<file path="config.mk">
export PLATFORM = sky130hd
export DESIGN_NAME = ppc_isqrt
export DESIGN_NICKNAME = d
export VERILOG_FILES = /design/src/hw/rtl/ppc_pkg.sv /design/src/hw/rtl/ppc_isqrt.sv
export SDC_FILE = /design/constraint.sdc
export NUM_CORES = 2
export LEC_CHECK = 0
export BUFFER_PORTS_ARGS = -buffer_cell sky130_fd_sc_hd__buf_2
export CORE_ASPECT_RATIO = 1.5
export CORE_UTILIZATION = 61
export DETAILED_ROUTE_END_ITERATION = 10
export PLACE_DENSITY_LB_ADDON = 0.1
export SYNTH_ARGS = -nofsm -noshare
export SYNTH_HDL_FRONTEND = slang
export SYNTH_MEMORY_MAX_BITS = 65536
export SYNTH_SLANG_ARGS = --single-unit
</file>
<file path="constraint.sdc">
create_clock -name clock -period 3.8 [get_ports clock]
set_input_delay 0.76 -clock clock [delete_from_list [all_inputs] [get_ports clock]]
set_output_delay 0.76 -clock clock [all_outputs]
set_load 0.1 [all_outputs]
</file>
<file path="src/hw/rtl/ppc_pkg.sv">
`default_nettype none
// ----------------------------------------------------------------------------
// ppc_pkg
// Types, constants and arithmetic helpers shared by the disc-pair collision
// pipeline.
// ----------------------------------------------------------------------------
package ppc_pkg;

   // field and datapath widths
   localparam int FIELD_W = 24;
   localparam int DIFF_W  = 25;
   localparam int MAG_W   = 17;
   localparam int SQ_W    = 34;
   localparam int DIST_W  = 17;
   localparam int NORM_W  = 17;
   localparam int CSR_W   = 16;
   localparam int SQRT_STEPS = DIST_W;
   localparam int DIV_STEPS  = NORM_W;

   // register indexes
   localparam logic CSR_RADIUS  = 1'b0;
   localparam logic CSR_DAMPING = 1'b1;

   // reset values of the registers
   localparam logic [CSR_W-1:0] RADIUS_RESET  = 16'd1280;
   localparam logic [CSR_W-1:0] DAMPING_RESET = 16'd52429;

   // saturation limits
   localparam logic signed [39:0] SAT_MAX = 40'sd8388607;
   localparam logic signed [39:0] SAT_MIN = -40'sd8388608;

   typedef struct packed {
      logic signed [FIELD_W-1:0] a_pos_x;
      logic signed [FIELD_W-1:0] a_pos_y;
      logic signed [FIELD_W-1:0] a_vel_x;
      logic signed [FIELD_W-1:0] a_vel_y;
      logic signed [FIELD_W-1:0] b_pos_x;
      logic signed [FIELD_W-1:0] b_pos_y;
      logic signed [FIELD_W-1:0] b_vel_x;
      logic signed [FIELD_W-1:0] b_vel_y;
   } req_type;

   typedef struct packed {
      logic signed [FIELD_W-1:0] a_new_pos_x;
      logic signed [FIELD_W-1:0] a_new_pos_y;
      logic signed [FIELD_W-1:0] a_new_vel_x;
      logic signed [FIELD_W-1:0] a_new_vel_y;
      logic signed [FIELD_W-1:0] b_new_pos_x;
      logic signed [FIELD_W-1:0] b_new_pos_y;
      logic signed [FIELD_W-1:0] b_new_vel_x;
      logic signed [FIELD_W-1:0] b_new_vel_y;
      logic                      touched;
   } rsp_type;

   // per-item context carried down the pipeline
   typedef struct packed {
      req_type          item;
      logic             touch;
      logic             dx_neg;
      logic             dy_neg;
      logic [MAG_W-1:0] dx_mag;
      logic [MAG_W-1:0] dy_mag;
   } ctx_type;

   typedef struct packed {
      logic            valid;
      ctx_type         ctx;
      logic [SQ_W-1:0] dist_sq;
   } front_out_type;

   typedef struct packed {
      logic              valid;
      ctx_type           ctx;
      logic [DIST_W-1:0] distance;
   } sqrt_out_type;

   typedef struct packed {
      logic              valid;
      ctx_type           ctx;
      logic [DIST_W-1:0] distance;
      logic [NORM_W-1:0] nx_mag;
      logic [NORM_W-1:0] ny_mag;
   } div_out_type;

   // shift right rounding half away from zero, sh is a constant at each use
   function automatic logic signed [63:0] round_shift(input logic signed [63:0] v,
                                                      input int unsigned sh);
      logic [63:0] m;
      m = v[63] ? (64'd0 - v) : v;
      m = (m + (64'd1 << (sh - 1))) >> sh;
      return v[63] ? $signed(64'd0 - m) : $signed(m);
   endfunction

   // clamp to the field range
   function automatic logic signed [FIELD_W-1:0] sat_field(input logic signed [39:0] v);
      logic signed [39:0] c;
      if (v > SAT_MAX) begin
         c = SAT_MAX;
      end else if (v < SAT_MIN) begin
         c = SAT_MIN;
      end else begin
         c = v;
      end
      return c[FIELD_W-1:0];
   endfunction

endpackage
`default_nettype wire

</file>
<file path="src/hw/rtl/ppc_isqrt.sv">
`default_nettype none
// ----------------------------------------------------------------------------
// ppc_isqrt
// Pipelined integer square root, one root bit per stage.
// ----------------------------------------------------------------------------
module ppc_isqrt import ppc_pkg::*; (
   input  wire logic          clock,
   input  wire logic          reset,
   input  wire logic          en,
   input  wire front_out_type in,
   output sqrt_out_type       out
);

   logic              vld_ff  [SQRT_STEPS];
   ctx_type           ctx_ff  [SQRT_STEPS];
   logic [SQ_W-1:0]   rem_ff  [SQRT_STEPS];
   logic [DIST_W-1:0] root_ff [SQRT_STEPS];

   for (genvar s = 0; s < SQRT_STEPS; s++) begin : g_step
      localparam int J = SQRT_STEPS - 1 - s;
      logic              vld_src;
      ctx_type           ctx_src;
      logic [SQ_W-1:0]   rem_src;
      logic [DIST_W-1:0] root_src;
      logic [SQ_W:0]     trial;
      logic [SQ_W-1:0]   rem_in;
      logic [DIST_W-1:0] root_in;

      if (s == 0) begin : g_first
         assign vld_src  = in.valid;
         assign ctx_src  = in.ctx;
         assign rem_src  = in.dist_sq;
         assign root_src = '0;
      end else begin : g_next
         assign vld_src  = vld_ff[s-1];
         assign ctx_src  = ctx_ff[s-1];
         assign rem_src  = rem_ff[s-1];
         assign root_src = root_ff[s-1];
      end

      // try setting this root bit
      always_comb begin
         trial = ((SQ_W+1)'(root_src) << (J + 1)) | ((SQ_W+1)'(1) << (2 * J));
         if ({1'b0, rem_src} >= trial) begin
            rem_in  = rem_src - trial[SQ_W-1:0];
            root_in = root_src | (DIST_W'(1) << J);
         end else begin
            rem_in  = rem_src;
            root_in = root_src;
         end
      end

      always_ff @(posedge clock) begin
         if (reset) begin
            vld_ff[s] <= 1'b0;
         end else if (en) begin
            vld_ff[s] <= vld_src;
         end
      end

      always_ff @(posedge clock) begin
         if (en) begin
            ctx_ff[s]  <= ctx_src;
            rem_ff[s]  <= rem_in;
            root_ff[s] <= root_in;
         end
      end
   end

   // coincident centers use the smallest nonzero distance
   assign out.valid    = vld_ff[SQRT_STEPS-1];
   assign out.ctx      = ctx_ff[SQRT_STEPS-1];
   assign out.distance = (root_ff[SQRT_STEPS-1] == '0) ? DIST_W'(1) : root_ff[SQRT_STEPS-1];

endmodule
`default_nettype wire

</file>
**Yosys cells after proc, flatten, opt, wreduce, memory -nomap -nowiden**

Memory sizes are Yosys's and may differ from the RTL's.
Cells that the tools add are included.
Widths: inputs -> output; s select.

- RAM bits: 4777
- Bits of input ports: 267
- Bits in registers: 0
- Memories kept: 4
- Word-level logic and storage cells: 114

- Multiplexer cells: 58
- Bitwise gates (word level): 17
- Add/sub/neg operators: 17
- Reductions and logical operators: 1
- Order comparisons: 17

Memory list:

| name | depth | width | read ports | clocked after memory_dff | write ports | line | text |
|---|---|---|---|---|---|---|---|
| ctx_ff | 17 | 229 | 17 | 0 | 17 | ppc_isqrt.sv:15 | `ctx_type ctx_ff [SQRT_STEPS];` |
| rem_ff | 17 | 34 | 16 | 0 | 17 | ppc_isqrt.sv:16 | `logic [SQ_W-1:0] rem_ff [SQRT_STEPS];` |
| root_ff | 17 | 17 | 17 | 0 | 17 | ppc_isqrt.sv:17 | `logic [DIST_W-1:0] root_ff [SQRT_STEPS];` |
| vld_ff | 17 | 1 | 17 | 0 | 17 | ppc_isqrt.sv:14 | `logic vld_ff [SQRT_STEPS];` |

Operators by type and width:

| kind | count |
|---|---|
| $mux 34 | 17 |
| $ge 34x18->1 | 1 |
| $ge 34x19->1 | 1 |
| $ge 34x20->1 | 1 |
| $ge 34x21->1 | 1 |
| $ge 34x22->1 | 1 |
| $ge 34x23->1 | 1 |
| $ge 34x24->1 | 1 |
| $ge 34x25->1 | 1 |
| $ge 34x26->1 | 1 |
| $ge 34x27->1 | 1 |
| $ge 34x28->1 | 1 |
| $ge 34x29->1 | 1 |
| $ge 34x30->1 | 1 |
| $ge 34x31->1 | 1 |
| $ge 34x32->1 | 1 |
| $ge 34x33->1 | 1 |
| $ge 34x33->1 const B | 1 |
| $mux 17 | 2 |
| $sub 34x18->34 | 1 |
| $sub 34x19->34 | 1 |
| $sub 34x20->34 | 1 |
| $sub 34x21->34 | 1 |
| $sub 34x22->34 | 1 |
| 30 further kinds | 69 |

**Logic depth before layout (Yosys ltp)**

- Word-level depth: 4
- Depth in mapped cells: 13

**Worst setup path before layout**

OpenSTA, ideal clock, no wires.

- Kind: register to register
- Start: memory rem_ff[14][5], in the netlist rem_ff[0][481]
- End: memory rem_ff[15][22], in the netlist rem_ff[0][532], data pin
- Path buffers: 1
- Data arrival time: 2560 ps
- Period minus slack after synthesis: 2819 ps
- Setup slack: 981 ps
- Stages on the path, launching flop included: 10
- Setup time: 259 ps
- Cells stage by stage: edfxtp_1 > ha_1 > or4bb_1 > nor3_1 > a31oi_1 > and3_1 > buf_6 > a2111oi_4 > nand4b_1 > xnor2_1

RTL lines:

| element | line |
|---|---|
| start: declaration | ppc_isqrt.sv:16 |

==> summary.md <==
| Metric | Value |
|---|---|
| Run status | `finished, violations left` |
| Violated checks | `design-rule violations` |
| Syn Nets | `7,172` |
| Top FF cell, synth | `edfxtp_1` |
| Hold Fails Final Rpt | `0` |
| Pre-antenna DRT Iters | `9` |
| CP Buf/Inv Count | `2` |
| Main area contributors after synthesis | `edfxtp_1 91%, ha_1 1.4%, buf_4 1.1%` |
| #FFs+latches synth | `between 4,000 and 5,000` |
| Worst hold path type | `primary input to flop` |
| DP Cell Count | `10,400` |
| Post-DR wirelength/cell | `about 18 µm` |
| Count of pins over their slew limit | `0` |
| Fill cells | `between 15,000 and 20,000` |
| Die X-Extent | `between 400 and 500 µm` |
| Crit-path cells | `ha_1, nor2b_1, nand3_1, nor4_1, or3_1, a31oi_2, buf_4, inv_2, mux2_1` |
| I/O Buffers | `a little over 500` |
| Setup crit start kind | `flop` |
| Stages on worst setup path | `9` |
| Post-Syn Instances | `around 6,700` |
| Data required, critical path | `between 4 and 5 ns` |
| Clock sink total | `between 4,000 and 5,000` |
| Tcrit/Tclk final | `approximately 94%` |
| Final #Nets | `between 8,000 and 9,000` |
| Critical R2R Capture | `rem_ff[0][263]$_DFFE_PP_` |
| Post CTS Setup Buffer Count | `0` |
| CTS Buffer Depth | `4` |
| Hold EP | `ctx_ff[0][160]$_DFFE_PP_` |
| First-pass GRT wire length | `between 300 and 400 mm` |
| Overflow after GRT | `0` |
| Area leader, netlist | `edfxtp_1` |
| Sum Neg Setup Slack | `0 ns` |
| Max-Cap Viols | `0` |
| Worst EP arrival | `about 4.2 ns` |
| Yosys cell types | `77` |
| RSZ-0062 raised after global routing | `no` |
| Hold_sp | `in[194]` |
| Vias in the first global route | `59,900` |
| Worst path top cell family by delay | `simple AND/OR/NAND/NOR gates` |
| Peak supply drop | `0.488 mV` |
| Critical Path Source | `rem_ff[0][230]$_DFFE_PP_` |
| Register-to-Register Path Depth | `9` |
| Crit. End Element | `flop` |
| CTS root buf | `clkbuf_16` |
| Total CTS buffers | `just under 400` |
| Initial Utilization | `61.4%` |
| Ys Warns | `0` |
| Synthesized area | `152,000 µm²` |
| Clk_lat worst skew | `between 0.8 and 0.9 ns` |
| Clock transition at path regs | `approximately 0.060 ns` |
| Mean post-synth cell area | `between 20 and 25 µm²` |
| Area Overhead vs Synth | `13.6%` |
| Routed Antenna Nets | `0` |
| Largest net degree at the start of global routing | `131` |
| Worst slew pin tran | `about 0.85 ns` |
| DRC viols | `74` |
| Clock Skews | `around 0.056 ns` |
| 1st-iter DRT viols | `about 4,000` |
| Layout cell share with drive strength beyond 1 | `roughly 16%` |
| Fmax | `281 MHz` |
| Crit Path Max Fanout | `13` |
| # setup viols final | `0` |
| Die height | `slightly above 600 µm` |
| CTS tree | `done` |
| Routed vias | `58,600` |
| Fin util | `between 60% and 70%` |
| FF-to-FF Start | `rem_ff[0][230]$_DFFE_PP_` |
| Vias per inst | `5.21` |
| Core area | `between 200,000 and 250,000 µm²` |
| Post-synthesis sequential area ratio | `around nine tenths` |
| Critical Path Slowest Stage Cell | `nor4_1` |
| H-Tree Depth | `5` |
| P_leak | `~61 nW` |
| Setup CP Type | `flop to flop` |
| Number of flops mapped to enable cells by yosys | `between 4,000 and 5,000` |
| DP HPWL | `roughly 120 mm` |
| Final min period | `around 3.6 ns` |
| Worst Hold Path Cells | `1` |
| GRT Util Overall | `16.1%` |
| GP Congestion | `about 0.88` |
| Initial antenna violation count | `21` |
| Routed wire length | `slightly above 200 mm` |
| Async SR Flop Fraction | `0%` |
| Post-synth top area share | `approximately 90%` |
| # rows | `~220` |
| Hold WS | `just under 0.09 ns` |
| Top-Level Pins | `514` |
| CP peak stage delay | `around 0.75 ns` |
| Die area | `between 200,000 and 300,000 µm²` |
| Post-Layout Cell Count | `between 10,000 and 15,000` |
| Worst rel slew slack | `between 40% and 50%` |
| Reg2reg setup slack | `about 0.24 ns` |
| Pwr dens | `between 600 and 700 nW/µm²` |
==> cell families after synthesis <==
group                    share of synthesized area, %
AO/OA/AOI/OAI                                    1.94
XOR/XNOR                                         1.24
adder cells (fa/ha/maj)                          1.36
buffers and inverters                            1.78
flip-flops                                       90.8
multiplexers                                    0.245
AND/OR/NAND/NOR                                  2.67
==> sequential cells by signal (all words and copies together) (netlist names) <==
register	flops
ctx_ff	3893
root_ff	153
rem_ff	544
vld_ff	17
==> layer usage <==
layer | global-route usage, % | up-vias | share of wire [%]
li1 | - | 28100 | -
met1 | 21.0 | 28700 | 41
met2 | 27.0 | 1377 | 50
met3 | 3.38 | 482 | 5.7
met4 | 6.10 | 10 | 3.4
met5 | 0 | - | 0.032
==> layout make-up <==
class,count,area [µm²],share of cell area (%)
antenna,5,12.5,0.00723
clock buffer,465,10400,5.98
multi-input combinational,1643,11400,6.56
tap,3277,4100,2.37
inverter,203,762,0.440
timing repair buffer,817,5890,3.40
sequential,4607,138000,79.9
clock inverter,246,2280,1.32
==> cells in the mapped netlist (5+ instances only) <==
cell type	count
o2111ai_1	7
o31ai_1	17
nand2_1	125
o21ai_0	67
or3_1	25
a2111oi_0	8
o21a_1	32
a31oi_1	9
inv_2	5
nor2b_1	25
nand2b_1	34
nor4b_1	13
buf_4	230
mux2_1	20
nand4b_1	18
a211o_1	10
a21boi_0	6
o21ai_1	39
mux2i_1	8
edfxtp_1	4607
nand3_1	52
mux2_2	6
and3_1	12
a211oi_1	21
xor2_1	93
ha_1	166
inv_1	198
and2_1	33
or2_2	11
nand3b_1	8
nor2_1	173
clkbuf_1	47
nand4_1	43
nor4_1	70
xnor2_1	122
buf_2	5
a21oi_1	144
or4_1	20
a21o_1	46
o31a_1	8
nor3_1	80
o211ai_1	12
==> stage by stage <==
stage / setup slack [ns] / power, mW / instance area, µm²
3_5_place_dp: 0.410 / 68.1 / 159000
2_1_floorplan: 0.981 / 65.5 / 152000
4_1_cts: 0.403 / 107 / 173000
5_1_grt: 0.269 / 110 / 173000
6_report: 0.240 / 106 / 173000
3_3_place_gp: 0.461 / 67.7 / 159000
==> report_power, final <==
group / leakage [nW] / switching (mW) / internal [mW] / total (mW)
logic: 9.37 / 3.90 / 1.88 / 5.78
clock network: 6.17 / 16.7 / 22.1 / 38.8
registers: 45.0 / 1.32 / 60.0 / 61.3
total: 60.5 / 21.9 / 83.9 / 106
==> cells in the final DEF, fill, tap and decap left out, types with 76 or more instances in the layout <==
| master | n |
|---|---|
| clkinv_2 | 76 |
| xor2_1 | 93 |
| nor3_1 | 80 |
| clkbuf_16 | 405 |
| buf_4 | 91 |
| nor2_1 | 173 |
| buf_2 | 512 |
| ha_1 | 166 |
| dlygate4sd3_1 | 164 |
| nand2_1 | 125 |
| clkinv_1 | 93 |
| edfxtp_1 | 4607 |
| xnor2_1 | 122 |
| a21oi_1 | 144 |
| inv_1 | 198 |
==> repair_timing <==
action | in CTS | in global routing
hold buffers | 164 | 0
endpoints found under the hold margin | 164 | 0
gates resized for setup | 0 | 0
==> worst max-delay path by stage <==
stage	endpoint	slack, ns
2_1_floorplan	rem_ff[0][532]$_DFFE_PP_	0.98
3_3_place_gp	rem_ff[0][263]$_DFFE_PP_	0.46
3_5_place_dp	rem_ff[0][263]$_DFFE_PP_	0.41
4_1_cts	rem_ff[0][263]$_DFFE_PP_	0.40
5_1_grt	rem_ff[0][400]$_DFFE_PP_	0.27
6_report	rem_ff[0][263]$_DFFE_PP_	0.24
(Power assumes the default switching activity.)
