## src/hw/rtl/ppc_pkg.sv

```systemverilog
`default_nettype none
// ----------------------------------------------------------------------------
// ppc_pkg
// Types, constants and arithmetic helpers shared by the disc-pair collision
// pipeline.
// ----------------------------------------------------------------------------
package ppc_pkg;

   // field and datapath widths
   localparam int FIELD_W = 24;
   localparam int DIFF_W  = 25;
   localparam int MAG_W   = 17;
   localparam int SQ_W    = 34;
   localparam int DIST_W  = 17;
   localparam int NORM_W  = 17;
   localparam int CSR_W   = 16;
   localparam int SQRT_STEPS = DIST_W;
   localparam int DIV_STEPS  = NORM_W;

   // register indexes
   localparam logic CSR_RADIUS  = 1'b0;
   localparam logic CSR_DAMPING = 1'b1;

   // reset values of the registers
   localparam logic [CSR_W-1:0] RADIUS_RESET  = 16'd1280;
   localparam logic [CSR_W-1:0] DAMPING_RESET = 16'd52429;

   // saturation limits
   localparam logic signed [39:0] SAT_MAX = 40'sd8388607;
   localparam logic signed [39:0] SAT_MIN = -40'sd8388608;

   typedef struct packed {
      logic signed [FIELD_W-1:0] a_pos_x;
      logic signed [FIELD_W-1:0] a_pos_y;
      logic signed [FIELD_W-1:0] a_vel_x;
      logic signed [FIELD_W-1:0] a_vel_y;
      logic signed [FIELD_W-1:0] b_pos_x;
      logic signed [FIELD_W-1:0] b_pos_y;
      logic signed [FIELD_W-1:0] b_vel_x;
      logic signed [FIELD_W-1:0] b_vel_y;
   } req_type;

   typedef struct packed {
      logic signed [FIELD_W-1:0] a_new_pos_x;
      logic signed [FIELD_W-1:0] a_new_pos_y;
      logic signed [FIELD_W-1:0] a_new_vel_x;
      logic signed [FIELD_W-1:0] a_new_vel_y;
      logic signed [FIELD_W-1:0] b_new_pos_x;
      logic signed [FIELD_W-1:0] b_new_pos_y;
      logic signed [FIELD_W-1:0] b_new_vel_x;
      logic signed [FIELD_W-1:0] b_new_vel_y;
      logic                      touched;
   } rsp_type;

   // per-item context carried down the pipeline
   typedef struct packed {
      req_type          item;
      logic             touch;
      logic             dx_neg;
      logic             dy_neg;
      logic [MAG_W-1:0] dx_mag;
      logic [MAG_W-1:0] dy_mag;
   } ctx_type;

   typedef struct packed {
      logic            valid;
      ctx_type         ctx;
      logic [SQ_W-1:0] dist_sq;
   } front_out_type;

   typedef struct packed {
      logic              valid;
      ctx_type           ctx;
      logic [DIST_W-1:0] distance;
   } sqrt_out_type;

   typedef struct packed {
      logic              valid;
      ctx_type           ctx;
      logic [DIST_W-1:0] distance;
      logic [NORM_W-1:0] nx_mag;
      logic [NORM_W-1:0] ny_mag;
   } div_out_type;

   // shift right rounding half away from zero, sh is a constant at each use
   function automatic logic signed [63:0] round_shift(input logic signed [63:0] v,
                                                      input int unsigned sh);
      logic [63:0] m;
      m = v[63] ? (64'd0 - v) : v;
      m = (m + (64'd1 << (sh - 1))) >> sh;
      return v[63] ? $signed(64'd0 - m) : $signed(m);
   endfunction

   // clamp to the field range
   function automatic logic signed [FIELD_W-1:0] sat_field(input logic signed [39:0] v);
      logic signed [39:0] c;
      if (v > SAT_MAX) begin
         c = SAT_MAX;
      end else if (v < SAT_MIN) begin
         c = SAT_MIN;
      end else begin
         c = v;
      end
      return c[FIELD_W-1:0];
   endfunction

endpackage
`default_nettype wire

```

## src/hw/rtl/ppc_front.sv

```systemverilog
`default_nettype none
// ----------------------------------------------------------------------------
// ppc_front
// Center difference, squared distance and overlap test in four stages.
// ----------------------------------------------------------------------------
module ppc_front import ppc_pkg::*; (
   input  wire logic                clock,
   input  wire logic                reset,
   input  wire logic                en,
   input  wire logic                in_valid,
   input  wire req_type             in_item,
   input  wire logic [MAG_W-1:0]    rsum,
   output front_out_type            out
);

   // stage 1: differences
   logic                      s1_vld_ff;
   req_type                   s1_item_ff;
   logic signed [DIFF_W-1:0]  s1_dx_ff, s1_dy_ff;
   logic signed [DIFF_W-1:0]  s1_dx_in, s1_dy_in;

   assign s1_dx_in = DIFF_W'(in_item.b_pos_x) - DIFF_W'(in_item.a_pos_x);
   assign s1_dy_in = DIFF_W'(in_item.b_pos_y) - DIFF_W'(in_item.a_pos_y);

   always_ff @(posedge clock) begin
      if (reset) begin
         s1_vld_ff <= 1'b0;
      end else if (en) begin
         s1_vld_ff <= in_valid;
      end
   end

   always_ff @(posedge clock) begin
      if (en) begin
         s1_item_ff <= in_item;
         s1_dx_ff   <= s1_dx_in;
         s1_dy_ff   <= s1_dy_in;
      end
   end

   // stage 2: magnitudes and coarse range check
   logic              s2_vld_ff;
   req_type           s2_item_ff;
   logic              s2_near_ff, s2_xneg_ff, s2_yneg_ff;
   logic [MAG_W-1:0]  s2_xmag_ff, s2_ymag_ff;
   logic [DIFF_W-1:0] s2_xabs_in, s2_yabs_in;
   logic              s2_near_in;

   assign s2_xabs_in = s1_dx_ff[DIFF_W-1] ? (DIFF_W'(0) - s1_dx_ff) : s1_dx_ff;
   assign s2_yabs_in = s1_dy_ff[DIFF_W-1] ? (DIFF_W'(0) - s1_dy_ff) : s1_dy_ff;
   assign s2_near_in = (s2_xabs_in < DIFF_W'(rsum)) && (s2_yabs_in < DIFF_W'(rsum));

   always_ff @(posedge clock) begin
      if (reset) begin
         s2_vld_ff <= 1'b0;
      end else if (en) begin
         s2_vld_ff <= s1_vld_ff;
      end
   end

   always_ff @(posedge clock) begin
      if (en) begin
         s2_item_ff <= s1_item_ff;
         s2_near_ff <= s2_near_in;
         s2_xneg_ff <= s1_dx_ff[DIFF_W-1];
         s2_yneg_ff <= s1_dy_ff[DIFF_W-1];
         s2_xmag_ff <= s2_xabs_in[MAG_W-1:0];
         s2_ymag_ff <= s2_yabs_in[MAG_W-1:0];
      end
   end

   // stage 3: squares
   logic            s3_vld_ff;
   ctx_type         s3_ctx_ff;
   logic            s3_near_ff;
   logic [SQ_W-1:0] s3_sqx_ff, s3_sqy_ff, s3_rsq_ff;

   always_ff @(posedge clock) begin
      if (reset) begin
         s3_vld_ff <= 1'b0;
      end else if (en) begin
         s3_vld_ff <= s2_vld_ff;
      end
   end

   always_ff @(posedge clock) begin
      if (en) begin
         s3_ctx_ff.item   <= s2_item_ff;
         s3_ctx_ff.touch  <= 1'b0;
         s3_ctx_ff.dx_neg <= s2_xneg_ff;
         s3_ctx_ff.dy_neg <= s2_yneg_ff;
         s3_ctx_ff.dx_mag <= s2_xmag_ff;
         s3_ctx_ff.dy_mag <= s2_ymag_ff;
         s3_near_ff       <= s2_near_ff;
         s3_sqx_ff        <= SQ_W'(s2_xmag_ff) * SQ_W'(s2_xmag_ff);
         s3_sqy_ff        <= SQ_W'(s2_ymag_ff) * SQ_W'(s2_ymag_ff);
         s3_rsq_ff        <= SQ_W'(rsum) * SQ_W'(rsum);
      end
   end

   // stage 4: sum and overlap test
   logic            s4_vld_ff;
   ctx_type         s4_ctx_ff;
   ctx_type         s4_ctx_in;
   logic [SQ_W-1:0] s4_dsq_ff;
   logic [SQ_W:0]   s4_sum_in;
   logic            s4_touch_in;

   assign s4_sum_in   = {1'b0, s3_sqx_ff} + {1'b0, s3_sqy_ff};
   assign s4_touch_in = s3_near_ff && (s4_sum_in < {1'b0, s3_rsq_ff});

   always_comb begin
      s4_ctx_in       = s3_ctx_ff;
      s4_ctx_in.touch = s4_touch_in;
   end

   always_ff @(posedge clock) begin
      if (reset) begin
         s4_vld_ff <= 1'b0;
      end else if (en) begin
         s4_vld_ff <= s3_vld_ff;
      end
   end

   always_ff @(posedge clock) begin
      if (en) begin
         s4_ctx_ff <= s4_ctx_in;
         s4_dsq_ff <= s4_sum_in[SQ_W-1:0];
      end
   end

   assign out.valid   = s4_vld_ff;
   assign out.ctx     = s4_ctx_ff;
   assign out.dist_sq = s4_dsq_ff;

endmodule
`default_nettype wire

```

## config.mk

```make
export PLATFORM = sky130hd
export DESIGN_NAME = ppc_front
export DESIGN_NICKNAME = d
export VERILOG_FILES = /design/src/hw/rtl/ppc_pkg.sv /design/src/hw/rtl/ppc_front.sv
export SDC_FILE = /design/constraint.sdc
export NUM_CORES = 2
export LEC_CHECK = 0
export ABC_AREA = 1
export BUFFER_PORTS_ARGS = -buffer_cell sky130_fd_sc_hd__clkbuf_2
export CELL_PAD_IN_SITES_DETAIL_PLACEMENT = 0
export CELL_PAD_IN_SITES_GLOBAL_PLACEMENT = 1
export CORE_ASPECT_RATIO = 0.75
export CORE_MARGIN = 5
export CORE_UTILIZATION = 50
export DETAILED_ROUTE_END_ITERATION = 6
export PLACE_DENSITY = 0.79
export SYNTH_ARGS = -nofsm -noshare
export SYNTH_HDL_FRONTEND = slang
export SYNTH_SLANG_ARGS = --single-unit
```

## constraint.sdc

```tcl
create_clock -name clock -period 8.43 [get_ports clock]
set_input_delay 1.686 -clock clock [delete_from_list [all_inputs] [get_ports clock]]
set_output_delay 1.686 -clock clock [all_outputs]
set_load 0.1 [all_outputs]
```

; After elaboration in Yosys (flattened, before gate mapping)
; Index checks and enable logic that the tools add are counted.
[op_classes]
n_lt_le_gt_ge = 3
addsub = 5
mul = 3
muxes = 2
n_reduce_logical = 2
[ops]
columns = operator, count
row1 = $mul A17 B17 Y34, 3
row2 = $lt A25 B17 Y1, 2
row3 = $mux W25, 2
row4 = $sub A1 B25 Y25 const A, 2
row5 = $sub A24 B24 Y25, 2
row6 = $add A34 B34 Y35, 1
row7 = $lt A35 B34 Y1, 1
row8 = $logic_and A1 B1 Y1, 2
[totals]
elab_cells = 72
output_inout_bits = 264
in_bits = 213
regBits = 1069

; Longest topological paths before layout
[depth]
word_depth = 4
ltp_mapped = 27
ltp_nobuf = 25

; Worst setup path after synthesis
; No wires, ideal clock.
[synth_path]
path_type = input port to flip-flop
startpoint = in rsum[7]
endpoint = reg s3_rsq_ff[33] (data pin)
stages = 24
slack_ns = 1.404
required_ns = 8.170
path_buffers = 2
arrival_ns = 6.766
setup_time_ns = 0.260
path_cell_list = clkbuf_1 clkbuf_1 nand2_1 fa_1 inv_1 fa_1 inv_1 fa_1 inv_1 fa_1 fa_1 inv_1 fa_1 inv_1 ha_1 nand2_1 o21ai_0 o21bai_1 nand2_1 nand3_1 nand2_1 inv_1 or2_1 xor2_1
[synth_via]
elab_chain_len = 1
[synth_lines]
columns = item, line_no
row1 = start: declaration, ppc_front.sv:12  ; input wire logic [MAG_W-1:0] rsum,
row2 = $mul A17 B17 Y34, ppc_front.sv:97  ; s3_rsq_ff <= SQ_W'(rsum) * SQ_W'(rsum);
row3 = end signal: assignment, ppc_front.sv:97
row4 = end: declaration, ppc_front.sv:76  ; logic [SQ_W-1:0] s3_sqx_ff, s3_sqy_ff, s3_rsq_ff;
; No other way between the ends.
; A chain may end at the register's enable or synchronous reset.

; Worst setup path after layout
[layout_path]
startpoint = in rsum[8]
endpoint = reg s3_rsq_ff[33] (data pin)
; Same word-level chain as after synthesis.

==> flow_summary.ini <==
[outcome]
status = complete, no violations

[setup_path]
crit_family = adder cells
start_kind = input port
worst-path-buf-inv = 6
reg2reg_depth = 20
crit_path_max_incr_delay_ns = 0.61
rr_endpoint = s3_sqx_ff[33]
worst_setup_path_end_kind = flop
cp.required_ns = 8.88
cp_max_fo = 17
critPathKind = in -> reg
r2r_slack_ns = 1.71
cp.arrival_ns = 7.22
cp_cell_sequence = clkbuf_2, inv_1, fa_1, inv_1, fa_1, fa_1, fa_1, fa_1, inv_1, fa_1, inv_1, ha_1, a21oi_1, o21ai_0, o21bai_1, nand2_1, nand3_1, nand2_1, inv_1, or2_1, xor2_1
cp_common_cell = fa_1
worstReg2RegStart = s2_xmag_ff[13]
critPathSlowestCell = fa_1

[synthesis]
syn-num-nets = 6803
yosys_register_bits = 1064
synth.area.top_cells = edfxtp_1, fa_1, ha_1
yosys.area.top_type = edfxtp_1
yosys_warnings = 0
ys_async_sr_fraction = 0
syn_area_sq_um = 64700
avgSynthCellArea_sq_um = 11.7
synthCells = 5540
synth-main-ff-cell = edfxtp_1
synthDistinctLibCells = 53
synth-edff-count = 1060
synth_top_area_frac = 0.492
yosysSeqAreaShare = 0.493

[detailed_routing]
finalWirelength_mm = 139
routed_via_density = 4.92
wl_per_cell_microns = 17.7
drt_pass1_iterations = 6
drcViolationCount = 0
vias = 38599
antenna_left = 0
drt_iter0_markers = 2483

[cts]
postCtsSetupRepairBufs = 0
cts_tree = done
root_buffer = clkbuf_16
hold_buffers = 0
htree_levels = 3
cts.clk_slew.worst_paths_ns = 0.07
clock_path_buffers = 3
cts-resized-gates = 0
insertion_delay_ns = 0.73
cts_made_buffers = 103
cts.sinks = 1064

[finish]
fin_nets = 7286
area_delta_synth_final_pct = 11.8
drive_gt1_frac = 0.116
final_cells = 7849

[sta]
report.final.slew_viol_count = 0
slew_headroom = 0.303
finalClockSkew_ns = 0.0411
fmax_ghz = 0.148
finalCritPeriodShare = 0.803
period_minus_slack_ns = 6.77
hold_violations = 0
tns_ns = 0
grt_setup_unrepaired = false
setup_viol = 0
setup_slack_ns = 1.66
worst_pin_slew_ns = 1.05

[placed_design]
placed_cells = 7658
pre_cts_slack_ns = 0.982
portBuffers = 476
dp_hpwl_mm = 109
place_congestion = 0.902

[global_route]
first_global_vias = 40603
grt_max_degree = 166
grt_overflow = 0
gr-usage-all-layers = 0.209
grt_pass1_wl_mm = 223
grt_antenna_before_repair = 3

[floorplan]
dieArea_sq_um = 137000
ioPinCount = 477
die_h_microns = 322
die_w_microns = 425
num_rows = 114
core_area_sq_um = 129000
initial_core_util = 0.503

[hold_path]
hold_path.class = reg -> reg
hold_path_depth = 0
hold_end = s2_item_ff[184]
min-delay-start = s1_item_ff[184]

[job]
drv_cap = 0
## cells in the final DEF, fill, tap and decap left out, types with 9 or more instances in the layout
cell type  count
clkbuf_2     475
inv_6          9
clkinv_1      22
a21o_1        27
nor2_2        12
nor3_1        28
a21oi_1      222
inv_1       1293
clkinv_2      20
fa_1         573
clkbuf_16    103
xor2_1       138
nor2_1       204
nand2_1      899
nand4_1       28
nand3_1      107
a31oi_1       14
a211oi_1       9
clkbuf_1      15
ha_1         477
buf_4         13
o21bai_1      18
o21ai_0       98
o21ai_1       17
xnor2_1       86
edfxtp_1    1060
## state kept, by name (all words and copies together) (netlist names), 25 cells and up
register / flops
s3_sqy_ff: 32
s2_item_ff: 192
s4_dsq_ff: 34
s3_sqx_ff: 32
s3_ctx_ff: 228
s1_dy_ff: 25
s3_rsq_ff: 33
out: 229
s1_item_ff: 192
s1_dx_ff: 25
## logic make-up (layout without fill, tap and decap cells)
kind of cell               after synthesis  count (layout)  share of synthesized area
buffers and inverters                 1415            1981                     0.0822
AOI/OAI and AO/OA                      456             456                     0.0402
adders and majority gates             1050            1050                      0.269
xor gates and xnor gates               224             224                     0.0303
and+or+nand+nor                       1331            1331                     0.0849
other                                    0               3                          0
DFF                                   1064            1064                      0.493
## metal layers
| layer | part of all wire | up-vias | GRT usage |
|---|---|---|---|
| met5 | 0 | - | 0 |
| met4 | 0.025 | 0 | 0.0522 |
| met3 | 0.073 | 183 | 0.0508 |
| met2 | 0.45 | 1012 | 0.325 |
| met1 | 0.46 | 18727 | 0.298 |
| li1 | - | 18677 | - |
## layout make-up
cell class,instances,area (sq um)
Fill cell,10889,56400
Sequential cell,1064,31900
Multi-Input combinational cell,3061,27500
Inverter,1301,4880
Clock buffer,118,2630
Timing Repair Buffer,492,2550
Tap cell,1740,2180
Clock inverter,70,696
Antenna cell,3,7.51
## worst max path at each step
| stage | startpoint | endpoint | slack [ns] | depth (start not counted) |
|---|---|---|---|---|
| floorplan | rsum[7] | s3_rsq_ff[33] | 1.40 | 24 |
| global placement | rsum[8] | s3_rsq_ff[33] | 0.99 | 21 |
| detailed placement | rsum[7] | s3_rsq_ff[33] | 0.98 | 23 |
| CTS | s2_xmag_ff[13] | s3_sqx_ff[33] | 1.71 | 20 |
| global route | s2_xmag_ff[13] | s3_sqx_ff[33] | 1.32 | 20 |
| finish | rsum[8] | s3_rsq_ff[33] | 1.66 | 21 |
## synthesized netlist by cell type (9+ instances only)
cell type,instances
xnor2_1,86
a211oi_1,9
nor2_2,12
o21bai_1,18
edfxtp_1,1060
a21o_1,27
nor2_1,204
nor3_1,28
xor2_1,138
nand3_1,107
o21ai_1,17
fa_1,573
nand4_1,28
clkbuf_1,107
inv_1,1293
a31oi_1,14
nand2_1,899
a21oi_1,222
ha_1,477
o21ai_0,98
## through the flow
stage / instance area [sq um] / util / hold slack [ns]
after detailed placement: 69000 / 0.536 / 0.405
after CTS: 72300 / 0.562 / 0.407
after floorplan: 64700 / - / 0.400
final: 72400 / 0.562 / 0.407
after global routing: 72300 / 0.562 / 0.416
after global placement: 69000 / 0.536 / 0.400
Power is left out: the tool's default activity adds up to more than one toggle a clock period on the data nets, which glitch-free logic cannot reach.
